===== src/rtl/ebrc_pkg.sv =====
// ----------------------------------------------------------------------------
// ebrc_pkg
// Types, opcodes, status codes and constants of the 8-bit core.
// ----------------------------------------------------------------------------
package ebrc_pkg;

  typedef struct packed {
    logic       command;
    logic [7:0] load_address;
    logic [7:0] load_data;
    logic [7:0] key_char;
  } in_item_t;

  typedef struct packed {
    logic [3:0]  status;
    logic [7:0]  screen_char;
    logic        screen_valid;
    logic [7:0]  program_counter;
    logic [31:0] tick_count;
  } out_item_t;

  localparam logic       CMD_LOAD = 1'b0;
  localparam logic [7:0] KEY_ADDR = 8'd254;
  localparam logic [7:0] SCREEN_ADDR = 8'd255;
  localparam logic [7:0] NEWLINE_CHAR = 8'h0A;

  localparam logic [3:0] ST_OK = 4'd0;
  localparam logic [3:0] ST_SCREEN = 4'd1;
  localparam logic [3:0] ST_KEY_WAIT = 4'd2;
  localparam logic [3:0] ST_RETURNED = 4'd3;
  localparam logic [3:0] ST_BAD_PC = 4'd4;
  localparam logic [3:0] ST_DIV_ZERO = 4'd5;
  localparam logic [3:0] ST_JUMP_RANGE = 4'd6;
  localparam logic [3:0] ST_LOAD_RANGE = 4'd7;
  localparam logic [3:0] ST_STORE_RANGE = 4'd8;
  localparam logic [3:0] ST_PUSH_OVF = 4'd9;
  localparam logic [3:0] ST_POP_UNF = 4'd10;
  localparam logic [3:0] ST_CALL_OVF = 4'd11;
  localparam logic [3:0] ST_CALL_RANGE = 4'd12;
  localparam logic [3:0] ST_HALTED = 4'd13;

  localparam logic [4:0] OP_MOV_RR = 5'd0;
  localparam logic [4:0] OP_MOV_RI = 5'd1;
  localparam logic [4:0] OP_ADD_RR = 5'd2;
  localparam logic [4:0] OP_ADD_RI = 5'd3;
  localparam logic [4:0] OP_SUB_RR = 5'd4;
  localparam logic [4:0] OP_SUB_RI = 5'd5;
  localparam logic [4:0] OP_MUL_RR = 5'd6;
  localparam logic [4:0] OP_MUL_RI = 5'd7;
  localparam logic [4:0] OP_DIV_RR = 5'd8;
  localparam logic [4:0] OP_DIV_RI = 5'd9;
  localparam logic [4:0] OP_CMP_RR = 5'd10;
  localparam logic [4:0] OP_CMP_RI = 5'd11;
  localparam logic [4:0] OP_JMP = 5'd12;
  localparam logic [4:0] OP_JEQ = 5'd13;
  localparam logic [4:0] OP_JNE = 5'd14;
  localparam logic [4:0] OP_JGR = 5'd15;
  localparam logic [4:0] OP_JLS = 5'd16;
  localparam logic [4:0] OP_CALL = 5'd17;
  localparam logic [4:0] OP_RET = 5'd18;
  localparam logic [4:0] OP_AND_RR = 5'd19;
  localparam logic [4:0] OP_AND_RI = 5'd20;
  localparam logic [4:0] OP_OR_RR = 5'd21;
  localparam logic [4:0] OP_OR_RI = 5'd22;
  localparam logic [4:0] OP_XOR_RR = 5'd23;
  localparam logic [4:0] OP_XOR_RI = 5'd24;
  localparam logic [4:0] OP_NEG = 5'd25;
  localparam logic [4:0] OP_LOAD = 5'd26;
  localparam logic [4:0] OP_LOADP = 5'd27;
  localparam logic [4:0] OP_STOR = 5'd28;
  localparam logic [4:0] OP_STORP = 5'd29;
  localparam logic [4:0] OP_PUSH = 5'd30;
  localparam logic [4:0] OP_POP = 5'd31;

  // RAM address select
  typedef enum logic [1:0] {
    ADDR_PC,
    ADDR_PC1,
    ADDR_EXEC
  } addr_sel_e;

  // controller -> datapath
  typedef struct packed {
    logic      ram_read;
    addr_sel_e addr_sel;
    logic      latch_hi;
    logic      latch_lo;
    logic      div_start;
    logic      exec_commit;  // retire the fetched instruction
    logic      bad_pc;       // retire with bad PC error
    logic      do_load;      // load command
  } dp_cmd_t;

  // datapath -> controller
  typedef struct packed {
    logic       pc_ok;
    logic       needs_mem;   // instruction reads RAM in exec
    logic       needs_div;
    logic       div_done;
    logic       halted;
  } dp_stat_t;

endpackage


===== src/rtl/ebrc_ram.sv =====
// ----------------------------------------------------------------------------
// ebrc_ram
// Generic single-port RAM with registered read.
// ----------------------------------------------------------------------------
module ebrc_ram #(
  parameter int WIDTH = 8,
  parameter int DEPTH = 254
) (
  input  logic                     clk_i,
  input  logic                     we_i,
  input  logic                     re_i,
  input  logic [$clog2(DEPTH)-1:0] addr_i,
  input  logic [WIDTH-1:0]         wdata_i,
  output logic [WIDTH-1:0]         rdata_o
);
  logic [WIDTH-1:0] mem_q [DEPTH];

  always_ff @(posedge clk_i) begin
    if (we_i) begin
      mem_q[addr_i] <= wdata_i;
    end
    if (re_i) begin
      rdata_o <= mem_q[addr_i];
    end
  end
endmodule


===== src/rtl/ebrc_div.sv =====
// ----------------------------------------------------------------------------
// ebrc_div
// Iterative 8-bit restoring divider, one quotient bit per cycle.
// Quotient magnitude only; sign is applied by the caller.
// ----------------------------------------------------------------------------
module ebrc_div (
  input  logic       clk_i,
  input  logic       rst_ni,
  input  logic       start_i,
  input  logic [7:0] num_i,
  input  logic [7:0] den_i,
  output logic       done_o,
  output logic [7:0] quot_o
);
  logic [3:0] cnt_q, cnt_d;
  logic [7:0] rem_q, rem_d, quo_q, quo_d, den_q, den_d;
  logic [8:0] trial;
  logic       busy_q, busy_d, done_q, done_d;

  always_comb begin
    cnt_d  = cnt_q;
    rem_d  = rem_q;
    quo_d  = quo_q;
    den_d  = den_q;
    busy_d = busy_q;
    done_d = 1'b0;
    trial  = {rem_q, quo_q[7]} - {1'b0, den_q};
    if (start_i) begin
      cnt_d  = 4'd8;
      rem_d  = '0;
      quo_d  = num_i;
      den_d  = den_i;
      busy_d = 1'b1;
    end else if (busy_q) begin
      if (!trial[8]) begin
        rem_d = trial[7:0];
        quo_d = {quo_q[6:0], 1'b1};
      end else begin
        rem_d = {rem_q[6:0], quo_q[7]};
        quo_d = {quo_q[6:0], 1'b0};
      end
      cnt_d = cnt_q - 4'd1;
      if (cnt_q == 4'd1) begin
        busy_d = 1'b0;
        done_d = 1'b1;
      end
    end
  end

  always_ff @(posedge clk_i or negedge rst_ni) begin
    if (!rst_ni) begin
      cnt_q  <= '0;
      busy_q <= 1'b0;
      done_q <= 1'b0;
    end else begin
      cnt_q  <= cnt_d;
      busy_q <= busy_d;
      done_q <= done_d;
    end
  end

  always_ff @(posedge clk_i) begin
    rem_q <= rem_d;
    quo_q <= quo_d;
    den_q <= den_d;
  end

  assign done_o = done_q;
  assign quot_o = quo_q;
endmodule


===== src/rtl/ebrc_datapath.sv =====
// ----------------------------------------------------------------------------
// ebrc_datapath
// Registers, PC, SP, flags, RAM, divider and the execute logic.
// ----------------------------------------------------------------------------
module ebrc_datapath #(
  parameter int RAM_BYTES = 254
) (
  input  logic                clk_i,
  input  logic                rst_ni,
  input  ebrc_pkg::in_item_t  item_i,
  input  ebrc_pkg::dp_cmd_t   cmd_i,
  output ebrc_pkg::dp_stat_t  stat_o,
  output ebrc_pkg::out_item_t res_o
);
  import ebrc_pkg::*;

  localparam int AW = $clog2(RAM_BYTES);
  localparam logic [7:0] RAM_TOP = 8'(RAM_BYTES);
  localparam logic [7:0] PC_MAX = 8'(RAM_BYTES - 2);

  logic [7:0]  regs_q [8];
  logic [7:0]  pc_q, sp_q, hi_q, lo_q;
  logic        zf_q, sf_q, halt_q;
  logic [31:0] tick_q;

  logic [7:0] ram_rdata, ram_addr8, ram_wdata;
  logic       ram_we;

  logic [4:0] op;
  logic [2:0] dr, sr;
  logic [7:0] rd, rs, mem_addr, store_addr, store_val, alu_res;
  logic       alu_wr, flag_wr;
  logic [7:0] div_den, div_q;
  logic       div_done;
  logic [7:0] div_res;

  assign op = hi_q[7:3];
  assign dr = hi_q[2:0];
  assign sr = lo_q[2:0];
  assign rd = regs_q[dr];
  assign rs = regs_q[sr];
  assign mem_addr = (op == OP_LOAD) ? lo_q : rs;
  assign store_addr = (op == OP_STOR) ? lo_q : rd;
  assign store_val = (op == OP_STOR) ? rd : rs;

  // divider: DIV ri uses the magnitude of the signed immediate
  assign div_den = (op == OP_DIV_RR) ? rs : (lo_q[7] ? 8'(-lo_q) : lo_q);
  assign div_res = (op == OP_DIV_RI && lo_q[7]) ? 8'(-div_q) : div_q;

  ebrc_div u_div (
    .clk_i  (clk_i),
    .rst_ni (rst_ni),
    .start_i(cmd_i.div_start),
    .num_i  (rd),
    .den_i  (div_den),
    .done_o (div_done),
    .quot_o (div_q)
  );

  always_comb begin
    unique case (cmd_i.addr_sel)
      ADDR_PC:  ram_addr8 = pc_q;
      ADDR_PC1: ram_addr8 = 8'(pc_q + 8'd1);
      default: begin
        if (cmd_i.do_load) ram_addr8 = item_i.load_address;
        else if (op == OP_RET || op == OP_POP) ram_addr8 = sp_q;
        else if (op == OP_CALL || op == OP_PUSH) ram_addr8 = 8'(sp_q - 8'd1);
        else if (op == OP_STOR || op == OP_STORP) ram_addr8 = store_addr;
        else ram_addr8 = mem_addr;
      end
    endcase
  end

  ebrc_ram #(.WIDTH(8), .DEPTH(RAM_BYTES)) u_ram (
    .clk_i  (clk_i),
    .we_i   (ram_we),
    .re_i   (cmd_i.ram_read),
    .addr_i (ram_addr8[AW-1:0]),
    .wdata_i(ram_wdata),
    .rdata_o(ram_rdata)
  );

  // ALU result for register-writing ops
  always_comb begin
    alu_res = '0;
    alu_wr  = 1'b1;
    flag_wr = 1'b1;
    case (op)
      OP_MOV_RR: begin alu_res = rs; flag_wr = 1'b0; end
      OP_MOV_RI: begin alu_res = lo_q; flag_wr = 1'b0; end
      OP_ADD_RR: alu_res = 8'(rd + rs);
      OP_ADD_RI: alu_res = 8'(rd + lo_q);
      OP_SUB_RR, OP_CMP_RR: alu_res = 8'(rd - rs);
      OP_SUB_RI, OP_CMP_RI: alu_res = 8'(rd - lo_q);
      OP_MUL_RR: alu_res = 8'(rd * rs);
      OP_MUL_RI: alu_res = 8'(rd * lo_q);
      OP_DIV_RR, OP_DIV_RI: alu_res = div_res;
      OP_AND_RR: alu_res = rd & rs;
      OP_AND_RI: alu_res = rd & lo_q;
      OP_OR_RR:  alu_res = rd | rs;
      OP_OR_RI:  alu_res = rd | lo_q;
      OP_XOR_RR: alu_res = rd ^ rs;
      OP_XOR_RI: alu_res = rd ^ lo_q;
      OP_NEG:    alu_res = 8'(-rd);
      default: begin alu_wr = 1'b0; flag_wr = 1'b0; end
    endcase
    if (op == OP_CMP_RR || op == OP_CMP_RI) alu_wr = 1'b0;
  end

  // execute: status, next state
  logic [3:0] st;
  logic [7:0] pc_n, sp_n, reg_wv;
  logic       reg_we, scr_v, key_stall;
  logic [7:0] scr_c;

  always_comb begin
    st = ST_OK;
    pc_n = 8'(pc_q + 8'd2);
    sp_n = sp_q;
    reg_we = alu_wr;
    reg_wv = alu_res;
    ram_we = 1'b0;
    ram_wdata = item_i.load_data;
    scr_v = 1'b0;
    scr_c = '0;
    key_stall = 1'b0;
    if (cmd_i.do_load) begin
      ram_we = item_i.load_address < RAM_TOP;
    end
    if (cmd_i.exec_commit) begin
      case (op)
        OP_DIV_RR: if (rs == 8'd0) begin st = ST_DIV_ZERO; reg_we = 1'b0; end
        OP_DIV_RI: if (lo_q == 8'd0) begin st = ST_DIV_ZERO; reg_we = 1'b0; end
        OP_JMP: if (lo_q >= RAM_TOP) st = ST_JUMP_RANGE; else pc_n = lo_q;
        OP_JEQ: if (zf_q) pc_n = lo_q;
        OP_JNE: if (!zf_q) pc_n = lo_q;
        OP_JGR: if (!zf_q && !sf_q) pc_n = lo_q;
        OP_JLS: if (sf_q) pc_n = lo_q;
        OP_CALL: begin
          if (sp_q == 8'd0) st = ST_CALL_OVF;
          else if (lo_q >= RAM_TOP) st = ST_CALL_RANGE;
          else begin
            sp_n = 8'(sp_q - 8'd1);
            ram_we = 1'b1;
            ram_wdata = 8'(pc_q + 8'd2);
            pc_n = lo_q;
          end
        end
        OP_RET: begin
          if (sp_q >= RAM_TOP) st = ST_RETURNED;
          else begin pc_n = ram_rdata; sp_n = 8'(sp_q + 8'd1); end
        end
        OP_LOAD, OP_LOADP: begin
          if (mem_addr < RAM_TOP) begin reg_we = 1'b1; reg_wv = ram_rdata; end
          else if (mem_addr == KEY_ADDR) begin
            if (item_i.key_char == NEWLINE_CHAR) key_stall = 1'b1;
            else begin reg_we = 1'b1; reg_wv = item_i.key_char; end
          end else st = ST_LOAD_RANGE;
        end
        OP_STOR, OP_STORP: begin
          if (store_addr < RAM_TOP) begin ram_we = 1'b1; ram_wdata = store_val; end
          else if (store_addr == SCREEN_ADDR) begin
            st = ST_SCREEN; scr_v = 1'b1; scr_c = store_val;
          end else st = ST_STORE_RANGE;
        end
        OP_PUSH: begin
          if (sp_q == 8'd0) st = ST_PUSH_OVF;
          else begin sp_n = 8'(sp_q - 8'd1); ram_we = 1'b1; ram_wdata = rd; end
        end
        OP_POP: begin
          if (sp_q >= RAM_TOP) st = ST_POP_UNF;
          else begin
            reg_we = 1'b1; reg_wv = ram_rdata; sp_n = 8'(sp_q + 8'd1);
          end
        end
        default: ;
      endcase
      if (key_stall) st = ST_KEY_WAIT;
    end
  end

  always_ff @(posedge clk_i or negedge rst_ni) begin
    if (!rst_ni) begin
      regs_q[0] <= 8'h30; regs_q[1] <= 8'h37; regs_q[2] <= 8'h32; regs_q[3] <= 8'h38;
      regs_q[4] <= 8'h32; regs_q[5] <= 8'h30; regs_q[6] <= 8'h30; regs_q[7] <= 8'h37;
      pc_q   <= '0;
      sp_q   <= RAM_TOP;
      zf_q   <= 1'b0;
      sf_q   <= 1'b0;
      halt_q <= 1'b0;
      tick_q <= '0;
      res_o  <= '0;
    end else begin
      if (cmd_i.do_load) begin
        res_o <= '{status: ST_OK, screen_char: 8'd0, screen_valid: 1'b0,
                   program_counter: pc_q, tick_count: tick_q};
      end else if (cmd_i.bad_pc) begin
        tick_q <= tick_q + 32'd1;
        halt_q <= 1'b1;
        res_o  <= '{status: ST_BAD_PC, screen_char: 8'd0, screen_valid: 1'b0,
                    program_counter: pc_q, tick_count: tick_q + 32'd1};
      end else if (cmd_i.exec_commit && key_stall) begin
        res_o <= '{status: ST_KEY_WAIT, screen_char: 8'd0, screen_valid: 1'b0,
                   program_counter: pc_q, tick_count: tick_q};
      end else if (cmd_i.exec_commit) begin
        tick_q <= tick_q + 32'd1;
        if (st >= ST_RETURNED) begin
          halt_q <= 1'b1;
          pc_q   <= 8'(pc_q + 8'd2);
        end else begin
          pc_q <= pc_n;
          sp_q <= sp_n;
          if (reg_we) regs_q[dr] <= reg_wv;
          if (flag_wr) begin
            zf_q <= (alu_res == 8'd0);
            sf_q <= alu_res[7];
          end
        end
        res_o <= '{status: st, screen_char: scr_c, screen_valid: scr_v,
                   program_counter: (st >= ST_RETURNED) ? 8'(pc_q + 8'd2) : pc_n,
                   tick_count: tick_q + 32'd1};
      end else if (cmd_i.latch_hi && halt_q) begin
        res_o <= '{status: ST_HALTED, screen_char: 8'd0, screen_valid: 1'b0,
                   program_counter: pc_q, tick_count: tick_q};
      end
    end
  end

  always_ff @(posedge clk_i) begin
    if (cmd_i.latch_hi) hi_q <= ram_rdata;
    if (cmd_i.latch_lo) lo_q <= ram_rdata;
  end

  assign stat_o.pc_ok = (pc_q <= PC_MAX);
  assign stat_o.needs_mem = (op == OP_RET) || (op == OP_POP) ||
                            (((op == OP_LOAD) || (op == OP_LOADP)) && (mem_addr < RAM_TOP));
  assign stat_o.needs_div = ((op == OP_DIV_RR) && (rs != 8'd0)) ||
                            ((op == OP_DIV_RI) && (lo_q != 8'd0));
  assign stat_o.div_done = div_done;
  assign stat_o.halted = halt_q;
endmodule


===== src/rtl/ebrc_ctrl.sv =====
// ----------------------------------------------------------------------------
// ebrc_ctrl
// Step sequencer: fetch two bytes, optional RAM read or divide, retire.
// ----------------------------------------------------------------------------
module ebrc_ctrl (
  input  logic               clk_i,
  input  logic               rst_ni,
  input  logic               in_valid,
  output logic               in_stall,
  input  logic               command_i,
  output logic               out_valid,
  input  logic               out_stall,
  input  ebrc_pkg::dp_stat_t stat_i,
  output ebrc_pkg::dp_cmd_t  cmd_o
);
  import ebrc_pkg::*;

  typedef enum logic [2:0] {
    S_IDLE, S_FETCH_HI, S_FETCH_LO, S_DECODE, S_MEM, S_DIV, S_EXEC
  } state_e;

  state_e state_q, state_d;
  logic   ov_q, ov_d;
  logic   acc;

  // a new item is taken only when the result slot is free or being emptied
  assign in_stall = (state_q != S_IDLE) || (ov_q && out_stall);
  assign acc = in_valid && !in_stall;
  assign out_valid = ov_q;

  always_comb begin
    state_d = state_q;
    ov_d = ov_q && out_stall;
    cmd_o = '0;
    cmd_o.addr_sel = ADDR_EXEC;
    unique case (state_q)
      S_IDLE: begin
        if (acc) begin
          if (command_i == CMD_LOAD) begin
            cmd_o.do_load = 1'b1;
            ov_d = 1'b1;
          end else if (stat_i.halted) begin
            cmd_o.latch_hi = 1'b1;
            ov_d = 1'b1;
          end else if (!stat_i.pc_ok) begin
            cmd_o.bad_pc = 1'b1;
            ov_d = 1'b1;
          end else begin
            cmd_o.ram_read = 1'b1;
            cmd_o.addr_sel = ADDR_PC;
            state_d = S_FETCH_HI;
          end
        end
      end
      S_FETCH_HI: begin
        cmd_o.latch_hi = 1'b1;
        cmd_o.ram_read = 1'b1;
        cmd_o.addr_sel = ADDR_PC1;
        state_d = S_FETCH_LO;
      end
      S_FETCH_LO: begin
        cmd_o.latch_lo = 1'b1;
        state_d = S_DECODE;
      end
      S_DECODE: begin
        if (stat_i.needs_div) begin
          cmd_o.div_start = 1'b1;
          state_d = S_DIV;
        end else if (stat_i.needs_mem) begin
          cmd_o.ram_read = 1'b1;
          state_d = S_MEM;
        end else begin
          state_d = S_EXEC;
        end
      end
      S_MEM: state_d = S_EXEC;
      S_DIV: if (stat_i.div_done) state_d = S_EXEC;
      S_EXEC: begin
        cmd_o.exec_commit = 1'b1;
        ov_d = 1'b1;
        state_d = S_IDLE;
      end
      default: state_d = S_IDLE;
    endcase
  end

  always_ff @(posedge clk_i or negedge rst_ni) begin
    if (!rst_ni) begin
      state_q <= S_IDLE;
      ov_q    <= 1'b0;
    end else begin
      state_q <= state_d;
      ov_q    <= ov_d;
    end
  end

  // a retire never overwrites a result that has not been taken
  assert property (@(posedge clk_i) disable iff (!rst_ni)
    cmd_o.exec_commit |-> !ov_q || !out_stall)
    else $error("result overwritten");
  assert property (@(posedge clk_i) disable iff (!rst_ni)
    (state_q != S_IDLE) |-> in_stall)
    else $error("input taken mid-step");
  assert property (@(posedge clk_i) disable iff (!rst_ni)
    cmd_o.div_start |=> state_q == S_DIV)
    else $error("divider start lost");
endmodule


===== src/rtl/eight_bit_risc_core_step_top.sv =====
// ----------------------------------------------------------------------------
// eight_bit_risc_core_step_top
// 8-bit core: RAM load command and one-instruction step command.
// ----------------------------------------------------------------------------
// Each item is a load (one RAM byte written; a load address past the RAM is
// ignored) or a step that runs one instruction. A step passes through two RAM
// fetches through the single RAM port, a decode step, an execute step and the
// move into the output register. It adds a RAM read step when it reads RAM
// for LOAD/LOADP/RET/POP, and for a divide it waits on the bit-serial
// divider between decode and execute. Halted steps, loads and bad-PC steps
// answer straight from idle, with no fetch. One item is in flight at a time.
// A finished result moves into the output register; while that register is
// stalled the datapath can still hold one more result, so the input blocks
// while a step runs and otherwise only when both are full.
// The RAM has no reset; reading a never-written byte gives undefined data.
// ----------------------------------------------------------------------------
module eight_bit_risc_core_step_top #(
  parameter int RAM_BYTES = 254
) (
  input  logic                clk_i,
  input  logic                rst_ni,
  input  logic                in_valid,
  output logic                in_stall,
  input  ebrc_pkg::in_item_t  in_data_i,
  output logic                out_valid,
  input  logic                out_stall,
  output ebrc_pkg::out_item_t out_data_o
);
  import ebrc_pkg::*;

  dp_cmd_t   cmd;
  dp_stat_t  stat;
  logic      dp_valid;
  logic      dp_blocked;
  out_item_t dp_res;

  // output register: takes the datapath result when empty or being emptied
  logic      out_valid_q, out_valid_d;
  out_item_t res_q;

  assign dp_blocked = out_valid_q && out_stall;

  ebrc_ctrl u_ctrl (
    .clk_i    (clk_i),
    .rst_ni   (rst_ni),
    .in_valid (in_valid),
    .in_stall (in_stall),
    .command_i(in_data_i.command),
    .out_valid(dp_valid),
    .out_stall(dp_blocked),
    .stat_i   (stat),
    .cmd_o    (cmd)
  );

  // the step's key_char is held stable by the sender only at acceptance,
  // so it is captured there
  in_item_t item_q;
  always_ff @(posedge clk_i) begin
    if (in_valid && !in_stall) item_q <= in_data_i;
  end

  in_item_t item_use;
  assign item_use = cmd.do_load ? in_data_i : item_q;

  ebrc_datapath #(.RAM_BYTES(RAM_BYTES)) u_dp (
    .clk_i (clk_i),
    .rst_ni(rst_ni),
    .item_i(item_use),
    .cmd_i (cmd),
    .stat_o(stat),
    .res_o (dp_res)
  );

  assign out_valid_d = dp_valid || dp_blocked;

  always_ff @(posedge clk_i or negedge rst_ni) begin
    if (!rst_ni) begin
      out_valid_q <= 1'b0;
      res_q       <= '0;
    end else begin
      out_valid_q <= out_valid_d;
      if (dp_valid && !dp_blocked) res_q <= dp_res;
    end
  end

  assign out_valid  = out_valid_q;
  assign out_data_o = res_q;
endmodule


===== config.mk =====
export PLATFORM = sky130hd
export DESIGN_NAME = eight_bit_risc_core_step_top
export DESIGN_NICKNAME = d
export VERILOG_FILES = /design/src/rtl/ebrc_pkg.sv /design/src/rtl/ebrc_ram.sv /design/src/rtl/ebrc_div.sv /design/src/rtl/ebrc_datapath.sv /design/src/rtl/ebrc_ctrl.sv /design/src/rtl/eight_bit_risc_core_step_top.sv
export SDC_FILE = /design/constraint.sdc
export NUM_CORES = 2
export LEC_CHECK = 0
export ABC_CLOCK_PERIOD_IN_PS = 19100
export BUFFER_PORTS_ARGS = -buffer_cell sky130_fd_sc_hd__buf_2
export CORE_MARGIN = 2
export CORE_UTILIZATION = 35
export CTS_CLUSTER_DIAMETER = 100
export DETAILED_ROUTE_END_ITERATION = 12
export PLACE_DENSITY_LB_ADDON = 0.1
export RECOVER_POWER = 25
export SETUP_SLACK_MARGIN = 0.3
export SLEW_MARGIN = 30
export SYNTH_ARGS = -nofsm -noshare
export SYNTH_HDL_FRONTEND = slang
export SYNTH_SLANG_ARGS = --single-unit

===== constraint.sdc =====
create_clock -name clk_i -period 19.1 [get_ports clk_i]
set_input_delay 3.82 -clock clk_i [delete_from_list [all_inputs] [get_ports clk_i]]
set_output_delay 3.82 -clock clk_i [all_outputs]
set_load 0.05 [all_outputs]

Word-level counts from Yosys, hierarchy flattened
Memory sizes are Yosys's and may differ from the RTL's. A register that Yosys moved wholly into a read port is not among the register bits.
Index checks and enable logic that the tools add are counted.
{ "word_totals": {"ff_bits": 296, "ramBits": 2032, "input_bits": 29, "output_inout_bits": 55, "wordCells": 335, "mem_count": 1} }
{ "op_classes": {"addsub": 14, "multipliers": 2, "order_cmp": 10, "eq_ne": 52, "muxes": 151, "bitwise": 12, "n_reduce_logical": 55} }
{ "memory_table": {"columns": ["memory", "depth", "word_bits", "rd", "rd_ports_with_merged_regs", "wr", "line", "rtl"], "rows": [
  ["u_dp.u_ram.mem_q", 254, 8, 1, 1, 1, "ebrc_ram.sv:16", "logic [WIDTH-1:0] mem_q [DEPTH];"]
]} }
{ "ops": {"columns": ["operator", "count"], "rows": [
  ["8-bit 2-to-1 mux", 43],
  ["53-bit 2-to-1 mux", 5],
  ["8-bit case mux with 16 select lines", 1],
  ["32-bit 2-to-1 mux", 3],
  ["5-bit equality test (second input constant)", 16],
  ["64-bit bitwise mux", 1],
  ["8-bit case mux with 7 select lines", 1],
  ["1-bit 2-to-1 mux", 53],
  ["4-bit 2-to-1 mux", 13],
  ["8-bit binary-select mux with 3-bit select", 2],
  ["8-bit case mux with 3 select lines", 2],
  ["5-bit by 4-bit equality test with 1-bit output (second input constant)", 8],
  ["4-bit case mux with 9 select lines", 1],
  ["3-bit 2-to-1 mux", 11],
  ["32-bit by 1-bit adder with 32-bit output (second input constant)", 1],
  ["8-bit logical NOT", 4],
  ["8-bit case mux with 2 select lines", 2],
  ["8-bit demux with 3-bit select", 1],
  ["8-bit less-than comparator (second input constant)", 3],
  ["24-bit 2-to-1 mux", 1],
  ["8-bit negation", 3],
  ["5-bit by 3-bit equality test with 1-bit output (second input constant)", 4],
  ["19-bit OR reduction", 1],
  ["3-bit case mux with 6 select lines", 1],
  ["other kinds (51)", 115]
]} }

Depth between registers and ports, before layout
{ "depth": {"word_depth": 22, "depth_mapped": 26, "mapped_depth_nobuf": 22} }

By module
From an unflattened synthesis, not the netlist that was laid out.
{ "unflattened": {"hier_cells": 5584, "area_unflattened_um2": 98609.6} }
{ "modules_own_cells": {"columns": ["mod", "instances", "cells_per_inst", "area_each_um2", "seq_area_each_um2"], "rows": [
  ["ebrc_ram", 1, 3567, 78517.8, 61258.8],
  ["ebrc_datapath", 1, 1665, 15084.5, 4724.5],
  ["eight_bit_risc_core_step_top", 1, 169, 3081.7, 2102.0],
  ["ebrc_div", 1, 146, 1591.5, 790.8],
  ["ebrc_ctrl", 1, 37, 334.1, 100.1]
]} }

Worst setup path after synthesis
OpenSTA, ideal clock, no wires.
{ "synth_timing": {"kind": "input to register", "from": "in in_valid", "to": "mem u_dp.u_ram.mem_q[0][6] (data pin)", "setup_ns": 2.171, "arrival_ns": 15.239, "required_ns": 16.929, "path_slack_ns": 1.690, "path_stages": 7, "path_buffers": 3, "cell_sequence": "nor2b_1 -> and3_1 -> clkbuf_1 -> buf_1 -> clkbuf_1 -> mux2i_1 -> o21ai_0"} }
{ "synth_between": {"elab_chain_cells": 8, "elab_cells_between_ends": 10, "cone_classes": "9 x mux; 1 x reduce/logical"} }
{ "synth_rtl": {"columns": ["element", "line", "rtl"], "rows": [
  ["start: declaration", "eight_bit_risc_core_step_top.sv:22", "input logic in_valid,"],
  ["1-bit logical AND *", "ebrc_ctrl.sv:28", "assign acc = in_valid && !in_stall;"],
  ["2-bit 2-to-1 mux *", "ebrc_ctrl.sv:38", "if (acc) begin"],
  ["2-bit 2-to-1 mux *", "ebrc_ctrl.sv:36", "unique case (state_q)"],
  ["24-bit 2-to-1 mux *", "eight_bit_risc_core_step_top.sv:63", "assign item_use = cmd.do_load ? in_data_i : item_q;"],
  ["8-bit 2-to-1 mux", "ebrc_datapath.sv:141", "else if (lo_q >= RAM_TOP) st = ST_CALL_RANGE;"],
  ["8-bit 2-to-1 mux", "ebrc_datapath.sv:140", "if (sp_q == 8'd0) st = ST_CALL_OVF;"],
  ["8-bit case mux with 3 select lines", "ebrc_datapath.sv:131", "case (op)"],
  ["8-bit 2-to-1 mux *", "ebrc_datapath.sv:130", "if (cmd_i.exec_commit) begin"],
  ["net u_dp.ram_wdata[6]", "ebrc_datapath.sv:26", "logic [7:0] ram_rdata, ram_addr8, ram_wdata;"],
  ["end: declaration", "ebrc_ram.sv:16", null]
]} }
The timed path passes the listed nets; every way through them passes the cells marked *.

Final worst setup path
{ "layout_timing": {"from": "in in_data_i[24] (netlist bit)", "to": "mem u_dp.u_ram.mem_q[241][3] (data pin)"} }
{ "layout_between": {"elab_chain_cells": 8, "elab_cells_between_ends": 10, "cone_classes": "10 x mux"} }
{ "layout_rtl": {"columns": ["element", "line", "rtl"], "rows": [
  ["start: declaration", "eight_bit_risc_core_step_top.sv:24", "input ebrc_pkg::in_item_t in_data_i,"],
  ["1-bit 2-to-1 mux *", "ebrc_ctrl.sv:39", "if (command_i == CMD_LOAD) begin"],
  ["2-bit 2-to-1 mux *", "ebrc_ctrl.sv:38", null],
  ["2-bit 2-to-1 mux *", "ebrc_ctrl.sv:36", null],
  ["24-bit 2-to-1 mux *", "eight_bit_risc_core_step_top.sv:63", null],
  ["8-bit 2-to-1 mux", "ebrc_datapath.sv:141", null],
  ["8-bit 2-to-1 mux", "ebrc_datapath.sv:140", null],
  ["8-bit case mux with 3 select lines", "ebrc_datapath.sv:131", null],
  ["8-bit 2-to-1 mux *", "ebrc_datapath.sv:130", null],
  ["net u_dp.ram_wdata[3]", "ebrc_datapath.sv:26", null]
]} }
Marked as above.

==> summary.md <==
| Metric | Value |
|---|---|
| Min-Delay Path Class | `flip-flop to flip-flop` |
| Required time of the critical path | `19670 ps` |
| Worst setup path class | `primary input to flip-flop` |
| Startpoint types | `primary input` |
| Number of enable flip-flop cells after synthesis | `2088` |
| FMAX | `around 0.091 GHz` |
| Postcts setup bufs | `0` |
| Core ar. | `0.287 mm²` |
| Via density | `about 5.7` |
| Die area | `0.293 mm²` |
| Slew headroom | `-2.81` |
| MaxCap Viol Count | `15` |
| Status | `finished, violations left` |
| Io pins | `84` |
| WL/cell | `29.5 µm` |
| Htree depth | `5` |
| Drt pass-1 iters | `8` |
| DRC viols | `0` |
| Clk_lat worst skew | `920 ps` |
| Reg2Reg Depth | `9` |
| Cell Area, Synth | `0.101 mm²` |
| Hold Crit Depth | `2` |
| Clk slew on worst S/H paths | `~60 ps` |
| Synthesis-to-layout area growth | `12.6%` |
| Final setup fails | `0` |
| Synthesized Nets | `8378` |
| Crit-path max FO | `101` |
| First-pass GRT wire length | `between 500000 and 600000 µm` |
| Critical path arrival | `between 10000 and 15000 ps` |
| Final wirelength | `362000 µm` |
| Nets@finish | `8390` |
| Initial antenna violation count | `17` |
| Clk sinks | `between 2k and 2.5k` |
| Cts hold-fix bufs | `0` |
| CTS buffer count | `approximately 270` |
| Post-synthesis async set-or-reset flop share | `0.0997` |
| Post-cts sizing count | `0` |
| Most frequent cells in the layout | `edfxtp_1 (2088), nand2_1 (2014), nand3_1 (1021)` |
| Root Driver | `clkbuf_16` |
| Post-detailed-route count of antenna-violating nets | `0` |
| Final Max Tran Viols | `about 700` |
| Top_reg_cell synth | `edfxtp_1` |
| Total grt overflow | `0` |
| Fin Setup TNS | `0 ps` |
| Detail Placement HPWL | `222000 µm` |
| Netlist cell types | `107` |
| Worst Tran Pin Value | `5720 ps` |
| Setup crit end kind | `flip-flop` |
| Fillers | `27.3k` |
| Die W | `roughly 540 µm` |
| Violated checks | `max-capacitance violations, max-slew violations` |
| Detailed-route via count | `69.6k` |
| Share of cells above drive strength 1 | `0.104` |
| Initial Util | `0.351` |
| Vias in the first global route | `about 66k` |
| Clock buffer depth | `4` |
| Final period util | `0.577` |
| Largest net degree at the start of global routing | `~180` |
| Gpl congestion | `just over 0.9` |
| Register area share after synthesis | `0.681` |
| WHS | `475 ps` |
| All-Layer GR Usage | `0.241` |
| Commonest non-fill, non-tap cell in the layout | `edfxtp_1` |
| Final hold vios | `0` |
| Minimum clock period | `~11000 ps` |
| DR iter-0 viols | `8442` |
| CTS tree | `done` |
| RSZ-0062 raised after global routing | `false` |
| Yosys reg bits | `2328` |
| # rows | `197` |
| Mean Syn Cell Area | `approximately 12 µm²` |
| Count of buffers from port buffering | `83` |
| Placed cell count | `11.8k` |
| Final Skew | `62.1 ps` |
| Final non-filler cell total | `12.3k` |
| Synth Instances | `8261` |
| YS warnings | `0` |
| Die H | `541 µm` |
==> per-stage QoR <==
stage,cell area (µm²),utilization,setup slack [ps]
after floorplan,101000,-,1690
after global placement,105000,0.367,7310
after detailed placement,106000,0.368,8110
after CTS,114000,0.396,9020
after global routing,114000,0.395,7270
final,114000,0.395,8080
==> critical path: stages <==
cell and delay, ps:
clkbuf_1 150, nor2b_1 240, and3_1 180, clkbuf_1 1350
mux2i_1 460, o22ai_4 210, clkbuf_1 3980, buf_16 240
buf_6 570
==> sequential cells by signal, summed over array words and instances (netlist names), 16 cells and up <==
signal,count
out_data_o,53
item_q,16
u_dp.regs_q,64
u_dp.tick_q,32
u_dp.res_o,53
u_dp.u_ram.mem_q,2032
==> final cells by class <==
type	instances	area [µm²]	area share
flip-flops and latches	2328	68700	0.605
inverters	104	390	0.00344
clock buffers	350	7250	0.0638
clock inverters	123	902	0.00794
multi-input cells	5300	29800	0.262
well taps	3781	4730	0.0416
diodes	3	7.51	0.0000661
repair buffers	272	1860	0.0164
==> final timing paths <==
check,startpoint,endpoint,slack (ps)
hold / removal,u_dp.res_o[40],u_dp.res_o[40],480
setup / recovery,in_data_i[24],u_dp.u_ram.mem_q[241][3],8080
hold reg to reg,u_dp.res_o[40],u_dp.res_o[40],480
min in group asynchronous,rst_ni,out_data_o[43],3510
max in group asynchronous,rst_ni,out_data_o[19],8840
setup reg to reg,u_dp.lo_q[0],u_dp.u_ram.mem_q[241][3],8720
==> kinds of logic after synthesis <==
| group | synth area share |
|---|---|
| and+or+nand+nor | 0.169 |
| DFF | 0.681 |
| AOI/OAI and AO/OA | 0.0595 |
| buffers and inverters | 0.0286 |
| muxes | 0.0394 |
| xor gates and xnor gates | 0.00989 |
| adders and majority gates | 0.0128 |
==> synth_stat cells, types with 56 or more instances <==
cell type,number,area (µm²)
nor2_1,458,1720
xnor2_1,87,762
dfrtp_1,200,5000
nand2_1,2034,7630
mux2_2,159,1790
and3_1,107,669
a311oi_1,86,753
mux2i_1,154,1540
clkbuf_1,152,571
nor3_1,56,280
a21oi_1,141,706
o21ai_0,94,470
inv_1,98,368
a31oi_1,122,763
edfxtp_1,2088,62700
buf_2,295,1480
nand3_1,1023,5120
ha_1,62,776
==> metal layers <==
layer / wire length (µm) / track usage / part of all wire
met1: 165000 / 0.358 / 0.46
met2: 160000 / 0.364 / 0.44
met3: 26900 / 0.0382 / 0.074
met4: 9650 / 0.0639 / 0.027
met5: 45 / 0 / 0.00012
Power is left out: the tool's default activity adds up to more than one toggle a clock period on the data nets, which glitch-free logic cannot reach.
